===== src/sv/mhc_pkg.sv =====
// Shared types, codes and magic-byte classification for the media header classifier.
package mhc_pkg;

    // Only header bytes 0..25 ever reach a result (BMP height ends at byte 25).
    localparam int HDR_BYTES = 26;
    localparam int POS_W     = 33;

    localparam logic [7:0] TIFF_MAGIC = 8'd42;

    typedef logic [HDR_BYTES-1:0][7:0] t_hdr;

    typedef enum logic [4:0] {
        FMT_UNKNOWN = 5'd0,
        FMT_JPEG    = 5'd1,
        FMT_PNG     = 5'd2,
        FMT_GIF     = 5'd3,
        FMT_WEBP    = 5'd4,
        FMT_AVIF    = 5'd5,
        FMT_HEIF    = 5'd6,
        FMT_M4A     = 5'd7,
        FMT_MP4     = 5'd8,
        FMT_BMP     = 5'd9,
        FMT_TIFF    = 5'd10,
        FMT_MP3     = 5'd11,
        FMT_FLAC    = 5'd12,
        FMT_OGG     = 5'd13,
        FMT_WAV     = 5'd14,
        FMT_AIFF    = 5'd15,
        FMT_MKV     = 5'd16,
        FMT_AVI     = 5'd17
    } t_format;

    typedef enum logic [1:0] {
        CLS_UNKNOWN = 2'd0,
        CLS_IMAGE   = 2'd1,
        CLS_AUDIO   = 2'd2,
        CLS_VIDEO   = 2'd3
    } t_class;

    // JPEG frame header fields as seen by the marker walker
    typedef struct packed {
        logic        seen;
        logic [15:0] height;
        logic [15:0] width;
    } t_frame;

    function automatic logic m4(t_hdr h, int i, logic [31:0] tag);
        return {h[i], h[i+1], h[i+2], h[i+3]} == tag;
    endfunction

    function automatic t_format classify(t_hdr h);
        logic    riff;
        t_format fmt;
        riff = m4(h, 0, "RIFF");
        priority if (h[0] == 8'hFF && h[1] == 8'hD8 && h[2] == 8'hFF)
            fmt = FMT_JPEG;
        else if (h[0] == 8'h89 && h[1] == "P" && h[2] == "N" && h[3] == "G")
            fmt = FMT_PNG;
        else if (h[0] == "G" && h[1] == "I" && h[2] == "F")
            fmt = FMT_GIF;
        else if (riff && m4(h, 8, "WEBP"))
            fmt = FMT_WEBP;
        else if (m4(h, 4, "ftyp")) begin
            priority if (m4(h, 8, "avif"))
                fmt = FMT_AVIF;
            else if (h[8] == "h" && h[9] == "e" && (h[10] == "i" || h[10] == "v"))
                fmt = FMT_HEIF;
            else if (h[8] == "M" && h[9] == "4" && h[11] == "A")
                fmt = FMT_M4A;
            else
                fmt = FMT_MP4;
        end
        else if (h[0] == "B" && h[1] == "M")
            fmt = FMT_BMP;
        else if ((h[0] == "I" && h[1] == "I" && h[2] == TIFF_MAGIC && h[3] == 8'h00) ||
                 (h[0] == "M" && h[1] == "M" && h[2] == 8'h00 && h[3] == TIFF_MAGIC))
            fmt = FMT_TIFF;
        else if ((h[0] == "I" && h[1] == "D" && h[2] == "3") ||
                 (h[0] == 8'hFF && (h[1] & 8'hE0) == 8'hE0))
            fmt = FMT_MP3;
        else if (m4(h, 0, "fLaC"))
            fmt = FMT_FLAC;
        else if (m4(h, 0, "OggS"))
            fmt = FMT_OGG;
        else if (riff && m4(h, 8, "WAVE"))
            fmt = FMT_WAV;
        else if (m4(h, 0, "FORM") && h[8] == "A" && h[9] == "I" && h[10] == "F")
            fmt = FMT_AIFF;
        else if (h[0] == 8'h1A && h[1] == 8'h45 && h[2] == 8'hDF && h[3] == 8'hA3)
            fmt = FMT_MKV;
        else if (riff && m4(h, 8, "AVI "))
            fmt = FMT_AVI;
        else
            fmt = FMT_UNKNOWN;
        return fmt;
    endfunction

    function automatic t_class class_of(t_format fmt);
        t_class cls;
        unique case (fmt)
            FMT_UNKNOWN:                                      cls = CLS_UNKNOWN;
            FMT_M4A, FMT_MP3, FMT_FLAC, FMT_OGG, FMT_WAV, FMT_AIFF: cls = CLS_AUDIO;
            FMT_MP4, FMT_MKV, FMT_AVI:                        cls = CLS_VIDEO;
            FMT_JPEG, FMT_PNG, FMT_GIF, FMT_WEBP, FMT_AVIF, FMT_HEIF,
            FMT_BMP, FMT_TIFF:                                cls = CLS_IMAGE;
            default:                                          cls = CLS_UNKNOWN;
        endcase
        return cls;
    endfunction

endpackage


===== src/sv/mhc_jpeg_walk.sv =====
// JPEG marker walker: skips segments until SOF0 or SOF2 and captures the frame size.
module mhc_jpeg_walk (
    input  logic            i_clk,
    input  logic            i_rst_n,
    input  logic            i_advance,
    input  logic            i_clear,
    input  logic [7:0]      i_byte,
    output mhc_pkg::t_frame o_frame
);

    typedef enum logic [3:0] {
        PH_START  = 4'd0,
        PH_SOI    = 4'd1,
        PH_PREFIX = 4'd2,
        PH_CODE   = 4'd3,
        PH_LEN_HI = 4'd4,
        PH_LEN_LO = 4'd5,
        PH_SKIP   = 4'd6,
        PH_PREC   = 4'd7,
        PH_H_HI   = 4'd8,
        PH_H_LO   = 4'd9,
        PH_W_HI   = 4'd10,
        PH_W_LO   = 4'd11,
        PH_IDLE   = 4'd12
    } t_phase;

    localparam logic [7:0] MK_PREFIX = 8'hFF;
    localparam logic [7:0] MK_SOI    = 8'hD8;
    localparam logic [7:0] MK_SOF0   = 8'hC0;
    localparam logic [7:0] MK_SOF2   = 8'hC2;

    t_phase          r_phase,  n_phase;
    logic [15:0]     r_skip,   n_skip;
    logic [7:0]      r_len_hi, n_len_hi;
    mhc_pkg::t_frame r_frame,  n_frame;
    logic [15:0]     seg_len;
    logic [15:0]     skip_dec;

    assign seg_len  = {r_len_hi, i_byte};
    assign skip_dec = r_skip - 16'd1;

    always_comb begin
        n_phase  = r_phase;
        n_skip   = r_skip;
        n_len_hi = r_len_hi;
        n_frame  = r_frame;
        unique case (r_phase)
            PH_START:  n_phase = (i_byte == MK_PREFIX) ? PH_SOI : PH_IDLE;
            PH_SOI:    n_phase = (i_byte == MK_SOI) ? PH_PREFIX : PH_IDLE;
            PH_PREFIX: n_phase = (i_byte == MK_PREFIX) ? PH_CODE : PH_IDLE;
            PH_CODE: begin
                if (i_byte == MK_SOF0 || i_byte == MK_SOF2) begin
                    n_frame.seen = 1'b1;
                end
                n_phase = PH_LEN_HI;
            end
            PH_LEN_HI: begin
                n_len_hi = i_byte;
                n_phase  = PH_LEN_LO;
            end
            PH_LEN_LO: begin
                if (r_frame.seen) begin
                    n_phase = PH_PREC;
                end else if (seg_len > 16'd2) begin
                    n_skip  = seg_len - 16'd2;
                    n_phase = PH_SKIP;
                end else begin
                    n_phase = PH_PREFIX;
                end
            end
            PH_SKIP: begin
                n_skip = skip_dec;
                if (skip_dec == 16'd0) begin
                    n_phase = PH_PREFIX;
                end
            end
            PH_PREC:   n_phase = PH_H_HI;
            PH_H_HI: begin
                n_frame.height = {i_byte, 8'h00};
                n_phase        = PH_H_LO;
            end
            PH_H_LO: begin
                n_frame.height = {r_frame.height[15:8], i_byte};
                n_phase        = PH_W_HI;
            end
            PH_W_HI: begin
                n_frame.width = {i_byte, 8'h00};
                n_phase       = PH_W_LO;
            end
            PH_W_LO: begin
                n_frame.width = {r_frame.width[15:8], i_byte};
                n_phase       = PH_IDLE;
            end
            PH_IDLE:   n_phase = PH_IDLE;
            default:   n_phase = PH_IDLE;
        endcase
    end

    // frame fields including the current byte, for the last byte of a file
    assign o_frame = n_frame;

    always_ff @(posedge i_clk) begin
        if (!i_rst_n) begin
            r_phase  <= PH_START;
            r_skip   <= '0;
            r_len_hi <= '0;
            r_frame  <= '0;
        end else if (i_advance) begin
            if (i_clear) begin
                r_phase  <= PH_START;
                r_skip   <= '0;
                r_len_hi <= '0;
                r_frame  <= '0;
            end else begin
                r_phase  <= n_phase;
                r_skip   <= n_skip;
                r_len_hi <= n_len_hi;
                r_frame  <= n_frame;
            end
        end
    end

endmodule


===== src/sv/media_header_classifier.sv =====
// Media header classifier: magic-byte format detection and picture size extraction.
// Throughput: one byte per cycle unless stalled; a new file may start on the cycle after a last byte.
// Pipeline: two register stages; the snapshot stage takes a file's last byte, and the result
//   register then raises o_out_valid once it is empty or its request is taken.
// Reset (synchronous, i_rst_n low): header store, byte count and JPEG walk return to the start
//   of a file, both pipeline stages empty, and the size limit returns to all ones.
module media_header_classifier (
    input  logic        i_clk,
    input  logic        i_rst_n,
    // byte requests
    input  logic        i_in_valid,
    output logic        o_in_stall,
    input  logic [7:0]  i_data_byte,
    input  logic        i_end_of_file,
    // result requests
    output logic        o_out_valid,
    input  logic        i_out_stall,
    output logic [4:0]  o_format_code,
    output logic [1:0]  o_media_class,
    output logic [31:0] o_pixel_width,
    output logic [31:0] o_pixel_height,
    // size limit register
    input  logic        i_cfg_we,
    input  logic [31:0] i_cfg_wdata
);

    localparam logic [mhc_pkg::POS_W-1:0] POS_MAX = '1;

    // ---------------------------------------------------------------------
    // Per-file state: header bytes, saturating byte count, size limit
    // ---------------------------------------------------------------------
    logic [31:0]                  r_size_limit;
    mhc_pkg::t_hdr                r_hdr, n_hdr;
    logic [mhc_pkg::POS_W-1:0]    r_pos, n_pos;
    logic                         in_accept;
    logic                         in_last;
    logic                         size_ok;
    mhc_pkg::t_frame              frame_next;

    // Snapshot stage: header and frame fields of a finished file
    logic                         r_s_valid;
    mhc_pkg::t_hdr                r_s_hdr;
    logic                         r_s_size_ok;
    mhc_pkg::t_frame              r_s_frame;

    // Result stage
    logic                         r_o_valid;
    mhc_pkg::t_format             r_o_fmt;
    mhc_pkg::t_class              r_o_cls;
    logic [31:0]                  r_o_width;
    logic [31:0]                  r_o_height;

    logic                         out_adv;
    logic                         s_free;
    mhc_pkg::t_format             fmt;
    mhc_pkg::t_class              cls;
    logic [31:0]                  dim_w;
    logic [31:0]                  dim_h;
    logic [31:0]                  bmp_h;

    // Result register moves when empty or when its request is taken; the
    // snapshot frees up in the same cycle, so a last byte is never held up
    // while results drain at full rate.
    assign out_adv    = !r_o_valid || !i_out_stall;
    assign s_free     = !r_s_valid || out_adv;
    assign o_in_stall = !s_free;
    assign in_accept  = i_in_valid && !o_in_stall;
    assign in_last    = i_end_of_file;

    // Write the incoming byte into its header slot; later bytes leave the store alone
    always_comb begin
        for (int i = 0; i < mhc_pkg::HDR_BYTES; i++) begin
            n_hdr[i] = (r_pos == mhc_pkg::POS_W'(i)) ? i_data_byte : r_hdr[i];
        end
    end

    // Count saturates at all ones; compare counts including the current byte
    assign n_pos   = (r_pos == POS_MAX) ? r_pos : r_pos + 1'b1;
    assign size_ok = n_pos <= {1'b0, r_size_limit};

    mhc_jpeg_walk u_jpeg_walk (
        .i_clk     (i_clk),
        .i_rst_n   (i_rst_n),
        .i_advance (in_accept),
        .i_clear   (in_last),
        .i_byte    (i_data_byte),
        .o_frame   (frame_next)
    );

    always_ff @(posedge i_clk) begin
        if (!i_rst_n) begin
            r_size_limit <= '1;
            r_hdr        <= '0;
            r_pos        <= '0;
        end else begin
            if (i_cfg_we) begin
                r_size_limit <= i_cfg_wdata;
            end
            if (in_accept) begin
                // clear everything at a file boundary so short files read zeros
                r_hdr <= in_last ? '0 : n_hdr;
                r_pos <= in_last ? '0 : n_pos;
            end
        end
    end

    // ---------------------------------------------------------------------
    // Snapshot stage: hold the finished file's header until classified
    // ---------------------------------------------------------------------
    always_ff @(posedge i_clk) begin
        if (!i_rst_n) begin
            r_s_valid <= 1'b0;
        end else if (in_accept && in_last) begin
            r_s_valid <= 1'b1;
        end else if (out_adv) begin
            r_s_valid <= 1'b0;
        end
    end

    always_ff @(posedge i_clk) begin
        if (in_accept && in_last) begin
            r_s_hdr     <= n_hdr;
            r_s_size_ok <= size_ok;
            r_s_frame   <= frame_next;
        end
    end

    // ---------------------------------------------------------------------
    // Classification and dimensions
    // ---------------------------------------------------------------------
    assign fmt = mhc_pkg::classify(r_s_hdr);
    assign cls = mhc_pkg::class_of(fmt);

    // BMP height is signed (negative for top-down bitmaps); report its magnitude
    assign bmp_h = {r_s_hdr[25], r_s_hdr[24], r_s_hdr[23], r_s_hdr[22]};

    always_comb begin
        dim_w = '0;
        dim_h = '0;
        if (cls == mhc_pkg::CLS_IMAGE && r_s_size_ok) begin
            unique case (fmt)
                mhc_pkg::FMT_JPEG: begin
                    if (r_s_frame.seen) begin
                        dim_w = {16'h0000, r_s_frame.width};
                        dim_h = {16'h0000, r_s_frame.height};
                    end
                end
                mhc_pkg::FMT_PNG: begin
                    dim_w = {r_s_hdr[16], r_s_hdr[17], r_s_hdr[18], r_s_hdr[19]};
                    dim_h = {r_s_hdr[20], r_s_hdr[21], r_s_hdr[22], r_s_hdr[23]};
                end
                mhc_pkg::FMT_GIF: begin
                    dim_w = {16'h0000, r_s_hdr[7], r_s_hdr[6]};
                    dim_h = {16'h0000, r_s_hdr[9], r_s_hdr[8]};
                end
                mhc_pkg::FMT_BMP: begin
                    dim_w = {r_s_hdr[21], r_s_hdr[20], r_s_hdr[19], r_s_hdr[18]};
                    dim_h = bmp_h[31] ? (~bmp_h + 32'd1) : bmp_h;
                end
                default: begin
                    dim_w = '0;
                    dim_h = '0;
                end
            endcase
        end
    end

    // ---------------------------------------------------------------------
    // Result register
    // ---------------------------------------------------------------------
    always_ff @(posedge i_clk) begin
        if (!i_rst_n) begin
            r_o_valid <= 1'b0;
        end else if (out_adv) begin
            r_o_valid <= r_s_valid;
        end
    end

    always_ff @(posedge i_clk) begin
        if (out_adv && r_s_valid) begin
            r_o_fmt    <= fmt;
            r_o_cls    <= cls;
            r_o_width  <= dim_w;
            r_o_height <= dim_h;
        end
    end

    assign o_out_valid    = r_o_valid;
    assign o_format_code  = r_o_fmt;
    assign o_media_class  = r_o_cls;
    assign o_pixel_width  = r_o_width;
    assign o_pixel_height = r_o_height;

    // ---------------------------------------------------------------------
    // Assertions
    // ---------------------------------------------------------------------
    // A last byte always lands in the snapshot stage
    a_last_captured: assert property (@(posedge i_clk) disable iff (!i_rst_n)
        in_accept && in_last |=> r_s_valid)
        else $error("last byte not captured into snapshot stage");

    // Byte count restarts after every file
    a_count_restart: assert property (@(posedge i_clk) disable iff (!i_rst_n)
        in_accept && in_last |=> r_pos == '0)
        else $error("byte count not cleared at end of file");

    // A new result only ever comes from a held snapshot
    a_result_source: assert property (@(posedge i_clk) disable iff (!i_rst_n)
        $rose(r_o_valid) |-> $past(r_s_valid))
        else $error("result appeared without a finished file");

    // Results for files that are not images always report zero dimensions
    a_dims_image_only: assert property (@(posedge i_clk) disable iff (!i_rst_n)
        r_o_valid && r_o_cls != mhc_pkg::CLS_IMAGE |-> r_o_width == '0 && r_o_height == '0)
        else $error("dimensions reported for a non-image format");

endmodule

===== config.mk =====
export PLATFORM = sky130hd
export DESIGN_NAME = media_header_classifier
export DESIGN_NICKNAME = d
export VERILOG_FILES = /design/src/sv/mhc_pkg.sv /design/src/sv/mhc_jpeg_walk.sv /design/src/sv/media_header_classifier.sv
export SDC_FILE = /design/constraint.sdc
export NUM_CORES = 1
export LEC_CHECK = 0
export BUFFER_PORTS_ARGS = -buffer_cell sky130_fd_sc_hd__buf_2
export CAP_MARGIN = 20
export CORE_ASPECT_RATIO = 0.9
export CORE_MARGIN = 2
export CORE_UTILIZATION = 30
export DETAILED_ROUTE_END_ITERATION = 6
export PLACE_DENSITY = 0.49
export SLEW_MARGIN = 20
export SYNTH_ARGS = -nofsm -noshare
export SYNTH_HDL_FRONTEND = slang
export SYNTH_SLANG_ARGS = --single-unit

===== constraint.sdc =====
create_clock -name i_clk -period 16.95 [get_ports i_clk]
set_input_delay 3.39 -clock i_clk [delete_from_list [all_inputs] [get_ports i_clk]]
set_output_delay 3.39 -clock i_clk [all_outputs]
set_load 0.1 [all_outputs]

==> results.yml, run 1 <==
logic_synthesis:
  synth_top_cell_by_area: "edfxtp_1"
  async_flop_share_pct: 0
  yosys_register_bits: 585
  yosys-top-cells-count: "350 x nor2_1, 304 x dfxtp_1, 281 x edfxtp_1, 255 x a22oi_1, 172 x mux2_2"
  yosysSeqAreaShare_pct: 52.38
  synth_area_sq_mm: 0.02773
  ys_types: 75
  synthTopCellsByArea: "edfxtp_1 30%, dfxtp_1 22%, mux2_2 7.0%"
  avgSynthCellArea_sq_um: 10.40
  synth_edf_count: 281
  yosysMostFrequentCell: "nor2_1"
  synth_top_area_share_pct: 30.43
  yosysWarnings: 0
  synth_cells: 2667
  ys.flop_type: "dfxtp_1"
  syn_nets: 2755
clock_network:
  post_cts_buffers: 0
  root_buffer: "clkbuf_16"
  tritoncts: "built"
  numCtsBuffers: 69
  clockBufferDepth: 3
  clk_latency_ns: 0.63
  holdBufCountCts: 0
  clkSinkCount: 585
  clk_pin_slew_worst_paths_ns: 0.05
  h-tree-depth: 3
  cts_resized: 0
sta:
  report.final.slew_viol_count: 0
  hold_viol_final: 0
  rsz0062_at_grt: "no"
  fin_skew_ns: 0.03287
  setup_viol_count_final: 0
  fin_crit_sh_pct: 44.89
  fin_ws_ns: 9.340
  tightest_slew_ns: 1.178
  maxClockFrequency_mhz: 131.4
  relSlewSlack_pct: 21.17
  period_needed_ns: 7.610
  fin_setup_tns_ns: 0
run_status:
  status: "complete, no violations"
floorplanning:
  die_h_um: 292.4
  fp.dieW_um: 324.5
  std_cell_rows: 105
  core_sq_mm: 0.09144
  start_util_pct: 30.33
  dieArea_sq_mm: 0.09489
  io_pins: 119
global_routing:
  gr-usage-all-layers_pct: 18.39
  grt_first_pass_wirelength_um: 134800
  grt_antenna_before_repair: 1
  grt_pass1_vias: 21262
  grt_max_degree: 131
  grt-ovfl-total: 0
cells_and_area:
  final_nets: 2794
  nFillCells: 9177
  seq_area_sq_mm: 0.01452
  finish.utilization_pct: 34.61
  final_cells: 3994
  syn2layout_area_growth_pct: 14.13
  drive_above_1_share_pct: 17.05
  multiInputGateArea_sq_mm: 0.01229
setup_path:
  worstSetupStartpointType: "input port"
  cp-end-kind: "primary output"
  path_max_fanout: 4
  cp.arrival_ns: 4.22
  crit_type: "in2out"
  required_ns: 13.56
drt:
  drt_iter0_drc: 2190
  wl_per_cell_um: 22.30
  num_vias: 21926
  drt_wl_total_um: 89050
  antenna_left: 0
  dr.pass1.iters: 6
  drc: 0
  via_per_inst: 5.490
power_and_ir_drop:
  seqPwrFrac_pct: 48.3
  p_int_mw: 2.380
  leakagePower_nw: 11.08
  p_sw_share_pct: 24.90
  powerDensity_mw_per_mm2: 100.1
  clkPwrFrac_pct: 45.9
  p_sw_uw: 789.2
  worst_ir_drop_vdd_mv: 0.07846
  combPwrFrac_pct: 5.9
  fin_total_pwr_mw: 3.169
placed_design:
  gp_congestion: 0.8405
  io_buffers: 118
  placed_cells: 3864
  dp_hpwl_um: 57580
  dp_slack_ns: 9.323
job:
  maxCapViolCount: 0
worst_hold_path:
  hold_class: "reg2reg"
## critical path: stages
cell	delay, ns
buf_2	0.12
nand3_1	0.19
inv_1	0.09
buf_2	0.42
## placed cells by master, fill, tap and decap left out, types with 70 or more instances in the layout
cell,n
o21ai_0,94
nor2_1,349
edfxtp_1,281
nand2_1,160
a22oi_1,255
nand3_1,74
dfxtp_1,304
clkbuf_16,70
mux2_2,172
nand4_1,72
buf_2,118
## cells by family (layout without fill, tap and decap cells)
kind of cell,count (synthesis),count (layout),share of synthesized area (%)
muxes,175,175,7.093
xor gates and xnor gates,83,83,2.621
and+or+nand+nor,929,929,17.05
adders and majority gates,42,42,1.895
AOI/OAI and AO/OA,609,609,15.43
buffers and inverters,244,339,3.537
DFF,585,585,52.38
other,0,2,0
## cell type report
type                    count  share of cell area [%]
flip-flops and latches    585                   45.89
multi-input cells        1838                   38.82
clock buffers              93                   5.966
well taps                1230                   4.863
repair buffers            158                   2.850
clock inverters            34                  0.9172
inverters                  54                  0.6800
diodes                      2                 0.01581
## final timing paths
path | startpoint | end | slack [ns] | cells after the start
setup / recovery | i_out_stall | o_in_stall | 9.34 | 4
hold / removal | r_size_limit[17]$_SDFFE_PN1P_ | r_size_limit[17]$_SDFFE_PN1P_ | 0.49 | 2
hold reg to reg | r_size_limit[17]$_SDFFE_PN1P_ | r_size_limit[17]$_SDFFE_PN1P_ | 0.49 | 2
setup reg to reg | r_s_hdr[3]$_DFFE_PP_ | o_pixel_width[3]$_SDFFCE_PN0P_ | 11.12 | 15
## through the flow
stage	hold slack, ns	cell area (sq um)
global placement	0.4781	29440
detailed placement	0.4798	29450
floorplan	0.4485	27730
global route	0.5104	31640
CTS	0.4935	31630
finish	0.4882	31650
## power by group through the flow
stage               Clock [mW]  Sequential, mW  Combinational [mW]
floorplan                    0            1.58              0.0925
global placement             0            1.56               0.183
detailed placement           0            1.56               0.185
CTS                       1.49            1.53               0.186
global route              1.55            1.53               0.199
finish                    1.45            1.53               0.186
## state kept, by name, indices dropped and copies added, names as in the netlist
name / flops
r_s_frame: 33
o_out_valid: 1
r_s_hdr: 144
r_size_limit: 32
u_jpeg_walk.r_len_hi: 8
o_media_class: 2
r_pos: 33
u_jpeg_walk.r_skip: 16
o_pixel_width: 32
u_jpeg_walk.r_phase: 4
bmp_h: 32
o_pixel_height: 32
o_format_code: 5
u_jpeg_walk.r_frame: 33
r_s_size_ok: 1
r_hdr: 176
r_s_valid: 1
## routing by layer
layer  global-route usage (%)  vias to the layer above  part of all wire [%]
met2                    28.30                      771                    44
met5                        0                        -                     0
met1                    26.61                    10860                    47
met3                    2.777                      146                   6.0
met4                    5.330                        0                   2.5
li1                         -                    10149                     -
Power figures use the tool's default switching activity.
==> run 2, diff against run 1 <==
==> constraint.sdc (replaced) <==
create_clock -name i_clk -period 7.2 [get_ports i_clk]
set_input_delay 1.44 -clock i_clk [delete_from_list [all_inputs] [get_ports i_clk]]
set_output_delay 1.44 -clock i_clk [all_outputs]
set_load 0.1 [all_outputs]
==> run 2 against run 1 <==
Clock skew down 0.0066 ns. Global-route usage rose by 0.30 points. Die area stayed put. Worst hold slack hardly changed. First-iteration DRC count shrank 6.1%. Total power increased by 130%. Design area about the same. Clock-buffer cell count decreased by 5. Routed wire length up 2.6%. Sequential power grew 140%.
==> results.yml, run 2 (same netlist as run 1, synthesis figures left out) <==
setup_path:
  crit_type: "reg2reg"
  critPathMaxStageDelay_ns: 0.64
  critPathTopFamily: "simple AND/OR/NAND/NOR gates"
  crit_top_cell: "buf_4"
  required_ns: 7.54
  r2r_end: "o_pixel_width[6]$_SDFFCE_PN0P_"
  path_max_fanout: 36
  critPathBufInv: 3
  worstSetupStartpointType: "flip-flop"
  critical_path.startpoint: "r_s_hdr[79]$_DFFE_PP_"
  r2r_start: "r_s_hdr[79]$_DFFE_PP_"
  cp.arrival_ns: 5.58
  cp-end-kind: "flip-flop"
  crit_cells: 15
  crit_chain: "or4b_1, or3_1, or4_1, nor3_1, nand3b_1, a311oi_1, or2_2, inv_1, ha_1, buf_4, nor2_1, o21a_1, o211ai_4, buf_4, a31oi_1"
  reg2reg_slack_ns: 1.96
  crit_path_end: "o_pixel_width[6]$_SDFFCE_PN0P_"
  cp_slowest_cell: "or4b_1"
  reg2reg_depth: 15
cells_and_area:
  regMostFlops: "r_hdr"
  final_nets: 2798
  final_common_cell: "nor2_1"
  largest_register_ffs: 176
  antennaDiodeCount: 0
  final_cell_mix: "347 x nor2_1, 304 x dfxtp_1, 281 x edfxtp_1"
  syn2layout_area_growth_pct: 14.24
  drive_above_1_share_pct: 17.29
  top_regs: "r_hdr: 176 flops, r_s_hdr: 144 flops"
  finish.utilization_pct: 34.65
clock_network:
  h-tree-depth: 3
  clk_pin_slew_worst_paths_ns: 0.06
  root_buffer: "clkbuf_16"
  cts_resized: 0
  clkSinkCount: 585
  tritoncts: "built"
  post_cts_buffers: 0
  clockBufferDepth: 3
  clk_latency_ns: 0.63
  numCtsBuffers: 68
  holdBufCountCts: 0
floorplanning:
  fp.dieW_um: 324.5
  std_cell_rows: 105
  dieArea_sq_mm: 0.09489
  core_sq_mm: 0.09144
  io_pins: 119
  die_h_um: 292.4
  start_util_pct: 30.33
sta:
  fin_crit_sh_pct: 72.73
  fin_setup_tns_ns: 0
  report.final.slew_viol_count: 0
  setup_viol_count_final: 0
  relSlewSlack_pct: 26.67
  maxClockFrequency_mhz: 191.0
  tightest_slew_ns: 1.098
  hold_viol_final: 0
  period_needed_ns: 5.237
  rsz0062_at_grt: "no"
  fin_skew_ns: 0.02622
drt:
  dr.pass1.iters: 6
  via_per_inst: 5.539
  drt-met1-wl_um: 42870
  drt_wl_total_um: 91340
  drt_iter0_drc: 2057
  wl_met2_um: 41620
  num_vias: 22129
  highest_layer: "met5"
  drc: 0
  met3_length_um: 4550
  antenna_left: 0
  wl_per_cell_um: 22.86
power_and_ir_drop:
  seqPwrFrac_pct: 48.4
  p_sw_mw: 1.860
  fin_total_pwr_mw: 7.444
  combPwrFrac_pct: 6.1
  clkPwrFrac_pct: 45.5
  p_int_mw: 5.583
  leakagePower_nw: 11.11
  powerDensity_mw_per_mm2: 235.0
  worst_ir_drop_vdd_mv: 0.1626
  p_sw_share_pct: 24.99
job:
  maxCapViolCount: 0
global_routing:
  grt_max_degree: 186
  grt-ovfl-total: 0
  grt_pass1_vias: 21259
  gr-usage-all-layers_pct: 18.68
  grt_antenna_before_repair: 4
  grt_first_pass_wirelength_um: 137100
worst_hold_path:
  hold_class: "reg2reg"
run_status:
  status: "complete, no violations"
placed_design:
  io_buffers: 118
  gp_congestion: 0.9365
  dp_hpwl_um: 58810
[run 2: power by group through the flow]
stage | Sequential [mW] | Combinational [mW] | Clock, mW
detailed placement | 3.67 | 0.451 | 0
finish | 3.60 | 0.451 | 3.39
global route | 3.61 | 0.479 | 3.58
floorplan | 3.73 | 0.218 | 0
global placement | 3.67 | 0.449 | 0
CTS | 3.60 | 0.453 | 3.46
[run 2: layout make-up]
class	instances	area, sq um
tap	1230	1539
sequential	585	14520
inverter	54	215.2
timing repair buffer	163	953.4
clock buffer	88	1858
fill	9218	59760
multi-input combinational	1838	12300
clock inverter	37	295.3
[run 2: per-layer routing]
layer  track usage [%]  vias to the layer above
met5                 0                        -
met4             5.386                        2
met3             2.601                      147
met2             29.95                      685
met1             26.21                    11113
li1                  -                    10182
[run 2: how the worst min path moves through the flow]
stage / start / endpoint / slack (ns) / cells past startpoint
4_1_cts: r_size_limit[18]$_SDFFE_PN1P_ / r_size_limit[18]$_SDFFE_PN1P_ / 0.49 / 2
2_1_floorplan: r_size_limit[0]$_SDFFE_PN1P_ / r_size_limit[0]$_SDFFE_PN1P_ / 0.45 / 2
3_3_place_gp: r_s_valid$_SDFFE_PN0P_ / o_out_valid$_SDFFE_PN0N_ / 0.47 / 2
6_report: r_size_limit[27]$_SDFFE_PN1P_ / r_size_limit[27]$_SDFFE_PN1P_ / 0.49 / 2
3_5_place_dp: r_size_limit[18]$_SDFFE_PN1P_ / r_size_limit[18]$_SDFFE_PN1P_ / 0.48 / 2
5_1_grt: r_size_limit[6]$_SDFFE_PN1P_ / r_size_limit[6]$_SDFFE_PN1P_ / 0.52 / 2
[run 2: worst reg2reg max path, stage by stage, from the launching register on]
cell and delay [ns]:
edfxtp_1 0.41, or4b_1 0.64, or3_1 0.38, or4_1 0.49, nor3_1 0.28, nand3b_1 0.18
a311oi_1 0.09, or2_2 0.33, inv_1 0.08, ha_1 0.15, buf_4 0.35, nor2_1 0.12
o21a_1 0.15, o211ai_4 0.64, buf_4 0.52, a31oi_1 0.15
[run 2: through the flow]
| stage | setup WS [ns] | area, sq um | hold WS (ns) | std cells |
|---|---|---|---|---|
| final | 1.963 | 31680 | 0.4879 | 3995 |
| after global routing | 1.641 | 31680 | 0.5186 | 3995 |
| after CTS | 1.995 | 31670 | 0.4912 | 3995 |
| after detailed placement | 2.029 | 29510 | 0.4809 | 3870 |
| after global placement | 2.130 | 29510 | 0.4730 | 3870 |
| after floorplan | 0.5665 | 27730 | 0.4485 | 2667 |
